File: config.mk
export PLATFORM = sky130hd
export DESIGN_NAME = mrt_fifo
export DESIGN_NICKNAME = d
export VERILOG_FILES = /design/src/rtl/core/mrt_pkg.sv /design/src/rtl/core/mrt_fifo.sv
export SDC_FILE = /design/constraint.sdc
export NUM_CORES = 1
export LEC_CHECK = 0
export BUFFER_PORTS_ARGS = -buffer_cell sky130_fd_sc_hd__buf_2
export CAP_MARGIN = 10
export CORE_ASPECT_RATIO = 0.8
export CORE_MARGIN = 8
export CORE_UTILIZATION = 54
export CTS_BUF_LIST = sky130_fd_sc_hd__clkbuf_8
export CTS_CLUSTER_DIAMETER = 200
export DETAILED_ROUTE_END_ITERATION = 10
export GPL_TIMING_DRIVEN = 1
export PLACE_DENSITY = 0.92
export SLEW_MARGIN = 20
export SYNTH_ARGS = -nofsm -noshare
export SYNTH_HDL_FRONTEND = slang
export SYNTH_SLANG_ARGS = --single-unit
export TNS_END_PERCENT = 20
File: constraint.sdc
create_clock -name clk -period 5.1 [get_ports clk]
set_input_delay 1.02 -clock clk [delete_from_list [all_inputs] [get_ports clk]]
set_output_delay 1.02 -clock clk [all_outputs]
set_load 0.01 [all_outputs]
File: src/rtl/core/mrt_pkg.sv
// ----------------------------------------------------------------------------
// mrt_pkg
// Shared types and constants for the message reassembly table.
// ----------------------------------------------------------------------------
package mrt_pkg;

	localparam int DEF_SLOTS         = 4;
	localparam int DEF_CHUNK_BYTES   = 24;
	localparam int DEF_MAX_MSG_BYTES = 1024;

	localparam logic [31:0] TIMEOUT_RST = 32'd1000;

	localparam int ID_W   = 8;
	localparam int FROM_W = 16;
	localparam int LEN_W  = 11;
	localparam int SEQ_W  = 6;
	localparam int POS_W  = 5;
	localparam int BYTE_W = 8;
	localparam int BIDX_W = 10;
	localparam int OFF_W  = 12;
	localparam int TICK_W = 32;

	localparam int S_TDATA_W = 64;
	localparam int M_TDATA_W = 48;

	typedef enum logic [2:0] {
		OP_HEAD    = 3'd0,
		OP_DATA    = 3'd1,
		OP_TAIL    = 3'd2,
		OP_TICK    = 3'd3,
		OP_READ    = 3'd4,
		OP_RELEASE = 3'd5
	} op_t;

	typedef enum logic [2:0] {
		ST_OK       = 3'd0,
		ST_NO_FREE  = 3'd1,
		ST_NO_ID    = 3'd2,
		ST_NO_DONE  = 3'd3,
		ST_BAD_IDX  = 3'd4
	} status_t;

	typedef struct packed {
		logic [2:0]        op;
		logic [ID_W-1:0]   id;
		logic [FROM_W-1:0] from;
		logic [LEN_W-1:0]  len;
		logic [OFF_W-1:0]  off;
		logic              pos_ok;
		logic [BYTE_W-1:0] dbyte;
		logic [BIDX_W-1:0] bidx;
	} entry_t;

endpackage

File: src/rtl/core/mrt_fifo.sv
// ----------------------------------------------------------------------------
// mrt_fifo
// Two-entry queue between the front end and the slot engine.
// ----------------------------------------------------------------------------
module mrt_fifo (
	input  logic            clk,
	input  logic            arst_n,
	input  logic            push,
	input  mrt_pkg::entry_t wr_entry,
	output logic            full,
	input  logic            pop,
	output logic            not_empty,
	output mrt_pkg::entry_t rd_entry
);
	import mrt_pkg::*;

	entry_t     mem_q [2];
	logic       wp_q;
	logic       rp_q;
	logic [1:0] cnt_q;

	assign full      = cnt_q == 2'd2;
	assign not_empty = cnt_q != 2'd0;
	assign rd_entry  = mem_q[rp_q];

	always_ff @(posedge clk) begin
		if (push) begin
			mem_q[wp_q] <= wr_entry;
		end
	end

	always_ff @(posedge clk or negedge arst_n) begin
		if (!arst_n) begin
			wp_q  <= 1'b0;
			rp_q  <= 1'b0;
			cnt_q <= 2'd0;
		end else begin
			if (push) begin
				wp_q <= !wp_q;
			end
			if (pop) begin
				rp_q <= !rp_q;
			end
			cnt_q <= cnt_q + 2'(push) - 2'(pop);
		end
	end

endmodule

==> impl_metrics.env <==
export IMPL_status="finished, final reports clean"
export IMPL_synth_largest_area_cell="edfxtp_1"
export IMPL_totalWireLength_um=9740
export IMPL_port_buffers=143
export IMPL_synthSimpleGateAreaFrac=0.00452
export IMPL_r2r_slack_ns=3.44
export IMPL_ir_worst_vdd_mv=0.536
export IMPL_cts_resized=0
export IMPL_p_leak_nw=2.73
export IMPL_multi_input_area_um2=1140
export IMPL_grt_pass1_vias=2911
export IMPL_syn_cell_area_um2=5530
export IMPL_synth_most_common_cell="edfxtp_1"
export IMPL_syn_num_nets=305
export IMPL_cap_viol_max_count=0
export IMPL_synth_mux_area_frac=0.187
export IMPL_fillCellCount=678
export IMPL_synth_edff_count=138
export IMPL_cts_sinks=142
export IMPL_critical_path_class="flop to primary output"
export IMPL_gp_congestion=0.689
export IMPL_max_slew_margin=0.363
export IMPL_final_seq_area_um2=4250
export IMPL_max_stage_delay_ns=1.02
export IMPL_ys_seq_area_frac=0.767
export IMPL_clockBufferDepth=2
export IMPL_drt_iter0_drc=163
export IMPL_post_route_cells_drive_above_1_share=0.617
export IMPL_grt_pass1_wl_um=14700
export IMPL_hold_buffers=0
export IMPL_fin_crit_ns=3.50
export IMPL_critPathMaxFanout=49
export IMPL_drv_slew=0
export IMPL_synth_fa_ha_area_frac=0.00452
export IMPL_final_antenna_net_count=0
export IMPL_grt_max_degree=70
export IMPL_fin_nets=462
export IMPL_grt_util_all_layers=0.145
export IMPL_antenna_cells=0
export IMPL_end_kind="primary output"
export IMPL_rsz0062_at_grt="no"
export IMPL_cp_start_kind="flop"
export IMPL_synth_top_cell_area_share=0.749
export IMPL_vias=2634
export IMPL_hold_ws_ns=0.375
export IMPL_clock_skew_ns=0.00612
export IMPL_die_x_um=129
export IMPL_die_area_um2=13800
export IMPL_drc=0
export IMPL_arrival_ns=2.48
export IMPL_fmax_ghz=0.286
export IMPL_io_pins=144
export IMPL_netlist_instances=230
export IMPL_synthFlopType="edfxtp_1"
export IMPL_via_per_inst=4.89
export IMPL_cts_tree="done"
export IMPL_crit_path_cell_trace="buf_4, mux2_4, buf_2"
export IMPL_synthToLayoutAreaGrowth_pct=20.6
export IMPL_synth_distinct_cells=12
export IMPL_async_flop_share=0.0282
export IMPL_syn_avg_cell_area_um2=24.0
export IMPL_setup_total_negative_slack_ns=0
export IMPL_synth_common_cells="138 x edfxtp_1, 69 x mux2_4, 7 x buf_12"
export IMPL_die_y_um=107
export IMPL_synth_ff_latch_count=142
export IMPL_hpwlAfterDp_um=6820
export IMPL_netlist_top_cells_area="edfxtp_1 75%, mux2_4 19%, buf_12 2.5%"
export IMPL_p_per_area_nw_per_um2=544
export IMPL_antenna_found_initial=1
export IMPL_wl_per_cell_um=18.1
export IMPL_reg2reg_depth=1
export IMPL_synth_compound_area_frac=0
export IMPL_synth_xor_area_frac=0.00747
export IMPL_finalCritPeriodShare=0.687
export IMPL_hold_path_class="input port to asynchronous set/reset pin"
export IMPL_cts_buffers=17
export IMPL_setup_viol=0
export IMPL_coreArea_um2=10100
export IMPL_ys_warn_count=0
export IMPL_synth_top_family_by_area="multiplexers"
export IMPL_clk_pin_slew_worst_paths_ns=0.07
export IMPL_drtPass1Iterations=4
export IMPL_rows=33
export IMPL_htreeDepth=4
export IMPL_tightest_slew_ns=0.956
export IMPL_critPathRequiredTime_ns=4.08
export IMPL_grt_overflow_total=0
export IMPL_clkLatencyLatePin_ns=0.43
export IMPL_post_cts_buffers=0
export IMPL_start_util=0.547
export IMPL_slowest_stage="dfrtp_4"
export IMPL_hold_viol=0
export IMPL_cts_root_buf="clkbuf_8"
area by class of cell:
cell class / count / share of cell area
sequential: 142 / 0.637
multi-input combinational: 78 / 0.171
timing repair buffer: 146 / 0.111
clock buffer: 17 / 0.0351
tap: 140 / 0.0263
clock inverter: 14 / 0.0193
inverter: 2 / 0.00113
metal layers:
| metal | GRT usage | share of wire |
|---|---|---|
| met1 | 0.154 | 0.39 |
| met2 | 0.239 | 0.51 |
| met3 | 0.0730 | 0.094 |
| met4 | 0.0628 | 0.011 |
| met5 | 0 | 0.0016 |
logic make-up (layout without fill, tap and decap cells):
group | Yosys count | count (layout)
xor gates and xnor gates | 3 | 3
adders and majority gates | 2 | 2
muxes | 69 | 69
DFF | 142 | 142
buffers and inverters | 10 | 179
and+or+nand+nor | 4 | 4
registers in the layout, indices dropped and copies added, names as in the netlist:
name / flops
mem_q: 138
cnt_q: 2
rp_q: 1
wp_q: 1
cell usage in the layout (no fill, tap or decap):
cell        netlist  layout
xor2_1            2       2
dfrtp_4           0       1
clkinv_2          0       3
bufinv_16         0       2
clkinv_1          0       3
nor2b_1           2       1
clkinvlp_4        0       4
ha_1              2       2
edfxtp_1        138     138
clkinv_4          0       1
or2_2             1       1
and2_4            0       1
buf_4             0       3
xor3_1            1       1
mux2_4           69      69
clkbuf_8          0      17
dfrtp_1           4       3
buf_2             0     143
nor2b_4           0       1
inv_1             2       3
stage by stage:
step / area, um2 / util / setup slack [ns] / power [mW] / std cells
floorplan: 5530 / - / 0.547 / 2.58 / 230
global route: 6670 / 0.659 / 1.45 / 3.81 / 539
CTS: 6670 / 0.659 / 1.53 / 3.68 / 539
finish: 6670 / 0.659 / 1.60 / 3.63 / 539
detailed placement: 6310 / 0.623 / 2.02 / 2.86 / 508
global placement: 6310 / 0.623 / 2.03 / 2.82 / 508
power by group:
group          internal, mW  total [mW]  switching (mW)  leakage, nW
Sequential             1.55        1.72           0.165         1.34
Combinational         0.613        1.09           0.478         1.21
Clock                 0.421       0.819           0.398        0.177
Total                  2.59        3.63            1.04         2.73
path summary, 6_finish.rpt:
kind                                 to    from
hold / removal                 cnt_q[1]  arst_n
setup reg to reg           mem_q[1][22]    wp_q
setup / recovery            rd_entry[2]    rp_q
max in group asynchronous          rp_q  arst_n
min in group clk                   wp_q    wp_q
hold reg to reg                    wp_q    wp_q
critical path, delay by kind of cell, from the launching register on:
kind | cells | cell delay (ns)
flip-flops | 1 | 1.02
buffers and inverters | 2 | 0.65
multiplexers | 1 | 0.34
Note: power is estimated with default switching activity, not from simulation.
