--- src/rtl/core/mrt_pkg.sv ---
// ----------------------------------------------------------------------------
// mrt_pkg
// Shared types and constants for the message reassembly table.
// ----------------------------------------------------------------------------
package mrt_pkg;

	localparam int DEF_SLOTS         = 4;
	localparam int DEF_CHUNK_BYTES   = 24;
	localparam int DEF_MAX_MSG_BYTES = 1024;

	localparam logic [31:0] TIMEOUT_RST = 32'd1000;

	localparam int ID_W   = 8;
	localparam int FROM_W = 16;
	localparam int LEN_W  = 11;
	localparam int SEQ_W  = 6;
	localparam int POS_W  = 5;
	localparam int BYTE_W = 8;
	localparam int BIDX_W = 10;
	localparam int OFF_W  = 12;
	localparam int TICK_W = 32;

	localparam int S_TDATA_W = 64;
	localparam int M_TDATA_W = 48;

	typedef enum logic [2:0] {
		OP_HEAD    = 3'd0,
		OP_DATA    = 3'd1,
		OP_TAIL    = 3'd2,
		OP_TICK    = 3'd3,
		OP_READ    = 3'd4,
		OP_RELEASE = 3'd5
	} op_t;

	typedef enum logic [2:0] {
		ST_OK       = 3'd0,
		ST_NO_FREE  = 3'd1,
		ST_NO_ID    = 3'd2,
		ST_NO_DONE  = 3'd3,
		ST_BAD_IDX  = 3'd4
	} status_t;

	typedef struct packed {
		logic [2:0]        op;
		logic [ID_W-1:0]   id;
		logic [FROM_W-1:0] from;
		logic [LEN_W-1:0]  len;
		logic [OFF_W-1:0]  off;
		logic              pos_ok;
		logic [BYTE_W-1:0] dbyte;
		logic [BIDX_W-1:0] bidx;
	} entry_t;

endpackage

--- src/rtl/core/mrt_front.sv ---
// ----------------------------------------------------------------------------
// mrt_front
// Accepts input transactions, unpacks them and precomputes the payload
// offset, position check and saturated length for the back end.
// ----------------------------------------------------------------------------
module mrt_front #(
	parameter int CHUNK_BYTES   = mrt_pkg::DEF_CHUNK_BYTES,
	parameter int MAX_MSG_BYTES = mrt_pkg::DEF_MAX_MSG_BYTES
) (
	input  logic                           s_axis_tvalid,
	output logic                           s_axis_tready,
	input  logic [mrt_pkg::S_TDATA_W-1:0]  s_axis_tdata,
	input  logic [2:0]                     s_axis_tuser,
	input  logic                           q_full,
	output logic                           q_push,
	output mrt_pkg::entry_t                q_entry
);
	import mrt_pkg::*;

	logic [SEQ_W-1:0] seq;
	logic [POS_W-1:0] pos;
	logic [LEN_W-1:0] len_in;

	assign seq    = s_axis_tdata[40:35];
	assign pos    = s_axis_tdata[45:41];
	assign len_in = s_axis_tdata[34:24];

	assign s_axis_tready = !q_full;
	assign q_push        = s_axis_tvalid && !q_full;

	always_comb begin
		q_entry.op     = s_axis_tuser;
		q_entry.id     = s_axis_tdata[7:0];
		q_entry.from   = s_axis_tdata[23:8];
		q_entry.dbyte  = s_axis_tdata[53:46];
		q_entry.bidx   = s_axis_tdata[63:54];
		q_entry.off    = OFF_W'(seq) * OFF_W'(CHUNK_BYTES) + OFF_W'(pos);
		q_entry.pos_ok = 32'(pos) < 32'(CHUNK_BYTES);
		if (32'(len_in) > 32'(MAX_MSG_BYTES)) begin
			q_entry.len = LEN_W'(MAX_MSG_BYTES);
		end else begin
			q_entry.len = len_in;
		end
	end

endmodule

--- config.mk ---
export PLATFORM = sky130hd
export DESIGN_NAME = mrt_front
export DESIGN_NICKNAME = d
export VERILOG_FILES = /design/src/rtl/core/mrt_pkg.sv /design/src/rtl/core/mrt_front.sv
export SDC_FILE = /design/constraint.sdc
export NUM_CORES = 1
export LEC_CHECK = 0
export ABC_AREA = 1
export BUFFER_PORTS_ARGS = -buffer_cell sky130_fd_sc_hd__clkbuf_2
export CELL_PAD_IN_SITES_DETAIL_PLACEMENT = 0
export CELL_PAD_IN_SITES_GLOBAL_PLACEMENT = 1
export CORE_ASPECT_RATIO = 0.7
export CORE_MARGIN = 1
export CORE_UTILIZATION = 16
export DETAILED_ROUTE_END_ITERATION = 16
export PLACE_DENSITY_LB_ADDON = 0.2
export SLEW_MARGIN = 20
export SYNTH_ARGS = -nofsm -noshare
export SYNTH_HDL_FRONTEND = slang
export SYNTH_SLANG_ARGS = --single-unit
--- constraint.sdc ---
create_clock -name vclk -period 1.85
set_input_delay 0.2775 -clock vclk [all_inputs]
set_output_delay 0.2775 -clock vclk [all_outputs]
set_load 0.1 [all_outputs]
==> flow_summary.ini, run 1 <==
[status]
run_status = complete, but fails checks
violations = negative setup slack

[placed_design]
place.port_buffers = 44
dp.cells = 240
gp_congestion = 0.695
place_ws_ns = -0.361
placement.cell_area_sq_um = 1460
dp_hpwl_um = 1940

[setup_path]
crit_path_max_fanout = 3
crit_buf_inv = 2
critPathKind = input port to output port
critPathTopFamily = adder cells
cp-end-kind = output port
crit_arrival_ns = 1.93
max_stage_delay_ns = 0.62
cp_cell_sequence = buf_8 > ha_4 > fa_2 > nand2_2 > nor2_4 > nand2_2 > nor2_4 > nand2_2 > nor2_4 > buf_12
worst_path_max_delay_cell = fa_2
start_kind = input port
critPathRequiredTime_ns = 1.57

[yosys]
synth_top_area_cell = buf_4
synth_warnings = 0
synthCells = 150
syn-cell-area_sq_um = 958
synth_cell_types = 21
avgSynthCellArea_sq_um = 6.39
synth_common_cells = buf_4 (48), inv_1 (22), nand2_1 (20)
synth.most_common_cell = buf_4
synth_nets = 230
synth_area_leaders = buf_4 (38%), ha_1 (12%), inv_1 (8.6%)
synth_top_area_frac = 0.376
ys_seq_area_frac = 0

[layout]
antenna_cells = 0
nClkBuffers = 0
multi_input_area_sq_um = 699
syn_to_final_growth_pct = 64.4
fillers = 623
finish.instance_area_sq_um = 1580
layout.nets = 249
instances_no_fill = 242
seq_cells = 0
drive_above_1_share = 0.605
ff_latch_area_sq_um = 0

[route]
vias_per_cell = 3.57
antenna_left = 0
first_iter_violations = 27
drc = 0
firstDrtPassIters = 4
wirelength_um = 2110
wire_per_inst_um = 8.73
vias = 863

[min_path]
hold_class = input port to output port

[global_routing]
track_usage = 0.0703
use_met3 = 0.0171
grt_first_pass_wirelength_um = 3710
grt_overflow = 0
grt_pass1_vias = 869
top_usage_layer = met2
antenna_found_initial = 0
grt_max_degree = 8
met1_usage = 0.0865
met2_usage = 0.120

[sta]
setup_viol_count_final = 7
worstMarginPinSlew_ns = 0.542
worst_slack_ns = -0.355
max_slew_margin = 0.640
min_period_ns = 2.21
slew_violations = 0
finalHoldViolations = 0
max_freq_mhz = 453
period_share = 1.19
rsz0062_at_grt = yes

[floorplan]
core_region_area_sq_um = 5760
rows = 23
die_h_um = 66.8
die-area_sq_um = 6310
fp.dieW_um = 94.5
initial_core_util = 0.167
top_level_ports = 140

[power_and_ir_drop]
irDropWorstVdd_v = 0.000219
p_leak_nw = 0.775
power_density_nw_per_um2 = 606

[cts]
postCtsHoldBufs = 0

[job]
maxCapViolations = 0
==> area by class of cell <==
cell class	count	share of cell area
Inverter	22	0.0524
Timing Repair Buffer	66	0.444
Tap cell	75	0.0596
Multi-Input combinational cell	79	0.444
==> layout by cell type, fill, tap and decap left out <==
cell      netlist  final
nand2_2         6     10
nand3_4         0      1
clkbuf_2        0     25
o21ai_2         0      1
nand3b_1        1      1
nand2_4         1      4
buf_8           0      2
nand2_1        20     12
nand2_8         0      1
nor4_1          1      1
buf_6           0      7
nor2_4          1      5
buf_12          0     18
fa_2            0      2
nand3_1         7      4
nor3_1          1      1
nand4_1         2      2
inv_1          22     20
ha_1            9      8
buf_4          48     14
a21oi_1         4      4
xor2_4          0      4
inv_2           0      2
nand3_2         2      4
nor2_1         12     12
a21boi_1        1      1
ha_4            0      1
==> stage by stage <==
step | util | setup TNS (ns) | power, W | hold slack, ns
2_1_floorplan | - | -5.96 | 0.00108 | 0.767
3_3_place_gp | 0.253 | -1.75 | 0.000908 | 0.556
3_5_place_dp | 0.253 | -1.81 | 0.000911 | 0.556
4_1_cts | 0.263 | -1.70 | 0.000935 | 0.556
5_1_grt | 0.274 | -2.14 | 0.00101 | 0.555
6_report | 0.274 | -1.76 | 0.000954 | 0.555
==> repair_timing <==
item,4_1_cts,5_1_grt
buffers inserted,1,3
setup endpoints to repair,7,7
gates resized for setup,10,14
pin swaps,8,10
==> metal layers <==
layer / up-vias / part of all wire
met2: 28 / 0.50
met3: 16 / 0.069
met1: 372 / 0.41
li1: 447 / -
met4: 0 / 0.020
met5: - / 0
==> report_power, final <==
group	switching (W)	internal, W
clock	0	0
sequential	0	0
combinational	0.000597	0.000358
total	0.000597	0.000358
==> final timing paths <==
path | from | endpoint | slack (ns) | cells after the start
setup / recovery | s_axis_tdata[36] | q_entry[30] | -0.36 | 10
hold / removal | s_axis_tdata[54] | q_entry[0] | 0.56 | 0
==> kinds of logic after synthesis <==
| family | count (synthesis) | share of synthesized area |
|---|---|---|
| xor gates and xnor gates | 4 | 0.0365 |
| buffers and inverters | 71 | 0.466 |
| adders and majority gates | 11 | 0.159 |
| AOI/OAI and AO/OA | 6 | 0.0339 |
| and+or+nand+nor | 58 | 0.304 |
(Power assumes the default switching activity.)
==> run 2, diff against run 1 <==
--- a/config.mk
+++ b/config.mk
@@ -13,6 +13,7 @@
 export CORE_MARGIN = 1
 export CORE_UTILIZATION = 16
 export DETAILED_ROUTE_END_ITERATION = 16
+export GPL_TIMING_DRIVEN = 0
 export PLACE_DENSITY_LB_ADDON = 0.2
 export SLEW_MARGIN = 20
 export SYNTH_ARGS = -nofsm -noshare
==> flow_summary.ini, run 2 (synthesis gave the netlist of run 1 again) <==
[layout]
fillers = 626
layout.nets = 332
multi_input_area_sq_um = 704
seq_cells = 0
instances_no_fill = 325
mostFrequentLayoutCell = clkbuf_2
drive_above_1_share = 0.732
ff_latch_area_sq_um = 0
layout_common_cells = clkbuf_2 (78), buf_4 (51), inv_1 (21), nand2_1 (13), nor2_1 (12)
syn_to_final_growth_pct = 105
nClkBuffers = 0
antenna_cells = 0

[floorplan]
fp.dieW_um = 94.5
initial_core_util = 0.167
top_level_ports = 140
die-area_sq_um = 6310
rows = 23
core_region_area_sq_um = 5760
die_h_um = 66.8

[sta]
worstMarginPinSlew_ns = 0.546
max_freq_mhz = 452
finalHoldViolations = 0
worst_slack_ns = -0.364
slew_violations = 0
max_slew_margin = 0.637
rsz0062_at_grt = yes
setup_viol_count_final = 7
min_period_ns = 2.21
period_share = 1.20

[placed_design]
dp_hpwl_um = 2260
place.port_buffers = 92
dp.cells = 317
place_ws_ns = -0.822
gp_congestion = 0.683

[route]
antenna_left = 0
vias = 1186
drc = 0
wirelength_um = 2500
firstDrtPassIters = 6
vias_per_cell = 3.65
wire_per_inst_um = 7.68
first_iter_violations = 18

[cts]
postCtsHoldBufs = 0

[power_and_ir_drop]
irDropWorstVdd_v = 0.000215
power_density_nw_per_um2 = 713
p_leak_nw = 1.11

[job]
maxCapViolations = 0

[setup_path]
crit_arrival_ns = 1.94
start_kind = input port
critPathRequiredTime_ns = 1.57
cp-end-kind = output port
crit_path_max_fanout = 3
critPathKind = input port to output port

[status]
run_status = complete, but fails checks
violations = negative setup slack

[global_routing]
grt_overflow = 0
grt_max_degree = 10
grt_first_pass_wirelength_um = 3480
antenna_found_initial = 0
grt_pass1_vias = 813
track_usage = 0.0654

[min_path]
hold_class = input port to output port
## run 2: timing repair
| action | 4_1_cts | 5_1_grt |
|---|---|---|
| setup buffers | 4 | 4 |
| resized for setup | 31 | 23 |
| pin swaps | 9 | 5 |
| setup endpoints to repair | 8 | 16 |
## run 2: power breakdown
part	internal, W	switching, W	total [W]	leakage, nW
Combinational	0.000388	0.00101	0.00140	1.11
Clock	0	0	0	0
Sequential	0	0	0	0
Total	0.000388	0.00101	0.00140	1.11
## run 2: final timing paths
path	from	to	slack [ns]	cells past startpoint
max	s_axis_tdata[36]	q_entry[29]	-0.36	11
min	s_axis_tdata[25]	q_entry[32]	0.99	4
## run 2: per-layer routing
metal  global-route usage  up-vias  share of wire
li1                     -      613              -
met4                    0        0              0
met1               0.0899      515           0.40
met3              0.00571        0          0.085
met2                0.118       58           0.51
met5                    0        -              0
## run 2: stage by stage
step	hold WS, ns	cell area [sq um]	TNS [ns]	total power, W	util
2_1_floorplan	0.767	1090	-5.96	0.00108	-
3_3_place_gp	1.02	1650	-4.29	0.00122	0.286
3_5_place_dp	1.02	1650	-4.05	0.00122	0.286
4_1_cts	1.02	1860	-2.04	0.00136	0.323
5_1_grt	1.01	1960	-2.48	0.00146	0.341
6_report	0.988	1960	-1.90	0.00140	0.341
## run 2: final cells by class
cell class / instances / area share
plain buffers: 49 / 0.185
inverters: 22 / 0.0421
multi-input cells: 79 / 0.359
well taps: 75 / 0.0478
repair buffers: 100 / 0.366
## run 2: critical path, stage by stage
cell and delay, ns:
clkbuf_16 0.13, ha_4 0.16, fa_2 0.58, nand2_4 0.07, nor2_4 0.10, nand3_4 0.10, nor2_4 0.12, nand2_2 0.07
nand2_4 0.08, nand2_8 0.05, clkbuf_16 0.19
==> run 3, diff against run 2 <==
--- a/config.mk
+++ b/config.mk
@@ -15,6 +15,7 @@
 export DETAILED_ROUTE_END_ITERATION = 16
 export GPL_TIMING_DRIVEN = 0
 export PLACE_DENSITY_LB_ADDON = 0.2
+export RECOVER_POWER = 25
 export SLEW_MARGIN = 20
 export SYNTH_ARGS = -nofsm -noshare
 export SYNTH_HDL_FRONTEND = slang
==> flow_summary.ini, run 3 (synthesis gave the netlist of run 1 again) <==
[power_and_ir_drop]
p_leak_nw = 1.07
power.clock.fraction = 0
power.share.switching = 0.725
internal-power_w = 0.000383
p_comb_frac = 1.000
power_density_nw_per_um2 = 717
p_switching_w = 0.00101
sequentialPowerShare = 0
irDropWorstVdd_v = 0.000217

[sta]
max_freq_mhz = 452
period_share = 1.20
finalHoldViolations = 0
slew_violations = 0
worstMarginPinSlew_ns = 1.17
min_period_ns = 2.21
rsz0062_at_grt = yes
max_slew_margin = 0.225
setup_viol_count_final = 7
holdWs_ns = 0.988
worst_slack_ns = -0.363

[setup_path]
critPathKind = input port to output port
start_kind = input port
cp-end-kind = output port
critPathRequiredTime_ns = 1.57
crit_arrival_ns = 1.94
crit_path_max_fanout = 3

[layout]
nClkBuffers = 0
fin_util = 0.338
fillers = 636
mostFrequentLayoutCell = clkbuf_2
layout.nets = 332
syn_to_final_growth_pct = 103
drive_above_1_share = 0.672
antenna_cells = 0
seq_cells = 0
ff_latch_area_sq_um = 0
instances_no_fill = 325
layout_common_cells = clkbuf_2 (63), buf_4 (51), inv_1 (21), clkbuf_1 (16), nand2_1 (13)

[global_routing]
antenna_found_initial = 0
grt_max_degree = 10
grt_pass1_vias = 813
grt_first_pass_wirelength_um = 3480
grt_overflow = 0
track_usage = 0.0654

[placed_design]
dp.cells = 317
gp_congestion = 0.683
dp_hpwl_um = 2260
place.port_buffers = 92
place_ws_ns = -0.822

[floorplan]
rows = 23
core_region_area_sq_um = 5760
die-area_sq_um = 6310
initial_core_util = 0.167
die_h_um = 66.8
fp.dieW_um = 94.5
top_level_ports = 140

[cts]
postCtsHoldBufs = 0

[route]
wire_per_inst_um = 7.64
antenna_left = 0
vias_per_cell = 3.64
drc = 0
vias = 1183
wirelength_um = 2480
firstDrtPassIters = 6
first_iter_violations = 18

[status]
violations = negative setup slack
run_status = complete, but fails checks

[min_path]
hold_class = input port to output port

[job]
maxCapViolations = 0
[run 3: path summary, 6_finish.rpt]
check | from | endpoint | slack, ns | depth (start not counted)
worst min-delay path | s_axis_tdata[25] | q_entry[32] | 0.99 | 4
worst max-delay path | s_axis_tdata[36] | q_entry[29] | -0.36 | 11
[run 3: power groups by stage]
stage	registers, W	logic [W]	clock network [W]
detailed placement	0	0.00122	0
global placement	0	0.00122	0
finish	0	0.00139	0
CTS	0	0.00136	0
global route	0	0.00145	0
floorplan	0	0.00108	0
[run 3: what timing repair did]
item                                    in CTS  in global routing
buffers inserted                             4                  4
pin swaps                                    9                  5
endpoints found under the setup margin       8                 16
resized for setup                           31                 23
[run 3: routing by layer]
metal	vias to the layer above	wire (um)	global-route usage
met2	56	1280	0.118
met4	0	0	0
met1	513	1010	0.0899
li1	614	-	-
met3	0	195	0.00571
met5	-	0	0
[run 3: area by class of cell]
type                            instances  area [sq um]  share of cell area
Tap cell                               75          93.8              0.0483
Multi-Input combinational cell         79           704               0.362
Inverter                               22          82.6              0.0425
Buffer                                 49           364               0.187
Timing Repair Buffer                  100           699               0.360
[run 3: worst max-delay path: stages]
cell	delay, ns
clkbuf_16	0.13
ha_4	0.16
fa_2	0.58
nand2_4	0.07
nor2_4	0.10
nand3_4	0.10
nor2_4	0.12
nand2_2	0.07
nand2_4	0.08
nand2_8	0.05
clkbuf_16	0.19
[run 3: stage by stage]
stage          instance area [sq um]  TNS [ns]  total power (W)
2_1_floorplan                   1090     -5.96          0.00108
3_3_place_gp                    1650     -4.29          0.00122
3_5_place_dp                    1650     -4.05          0.00122
4_1_cts                         1860     -2.04          0.00136
5_1_grt                         1940     -2.48          0.00145
6_report                        1940     -1.90          0.00139
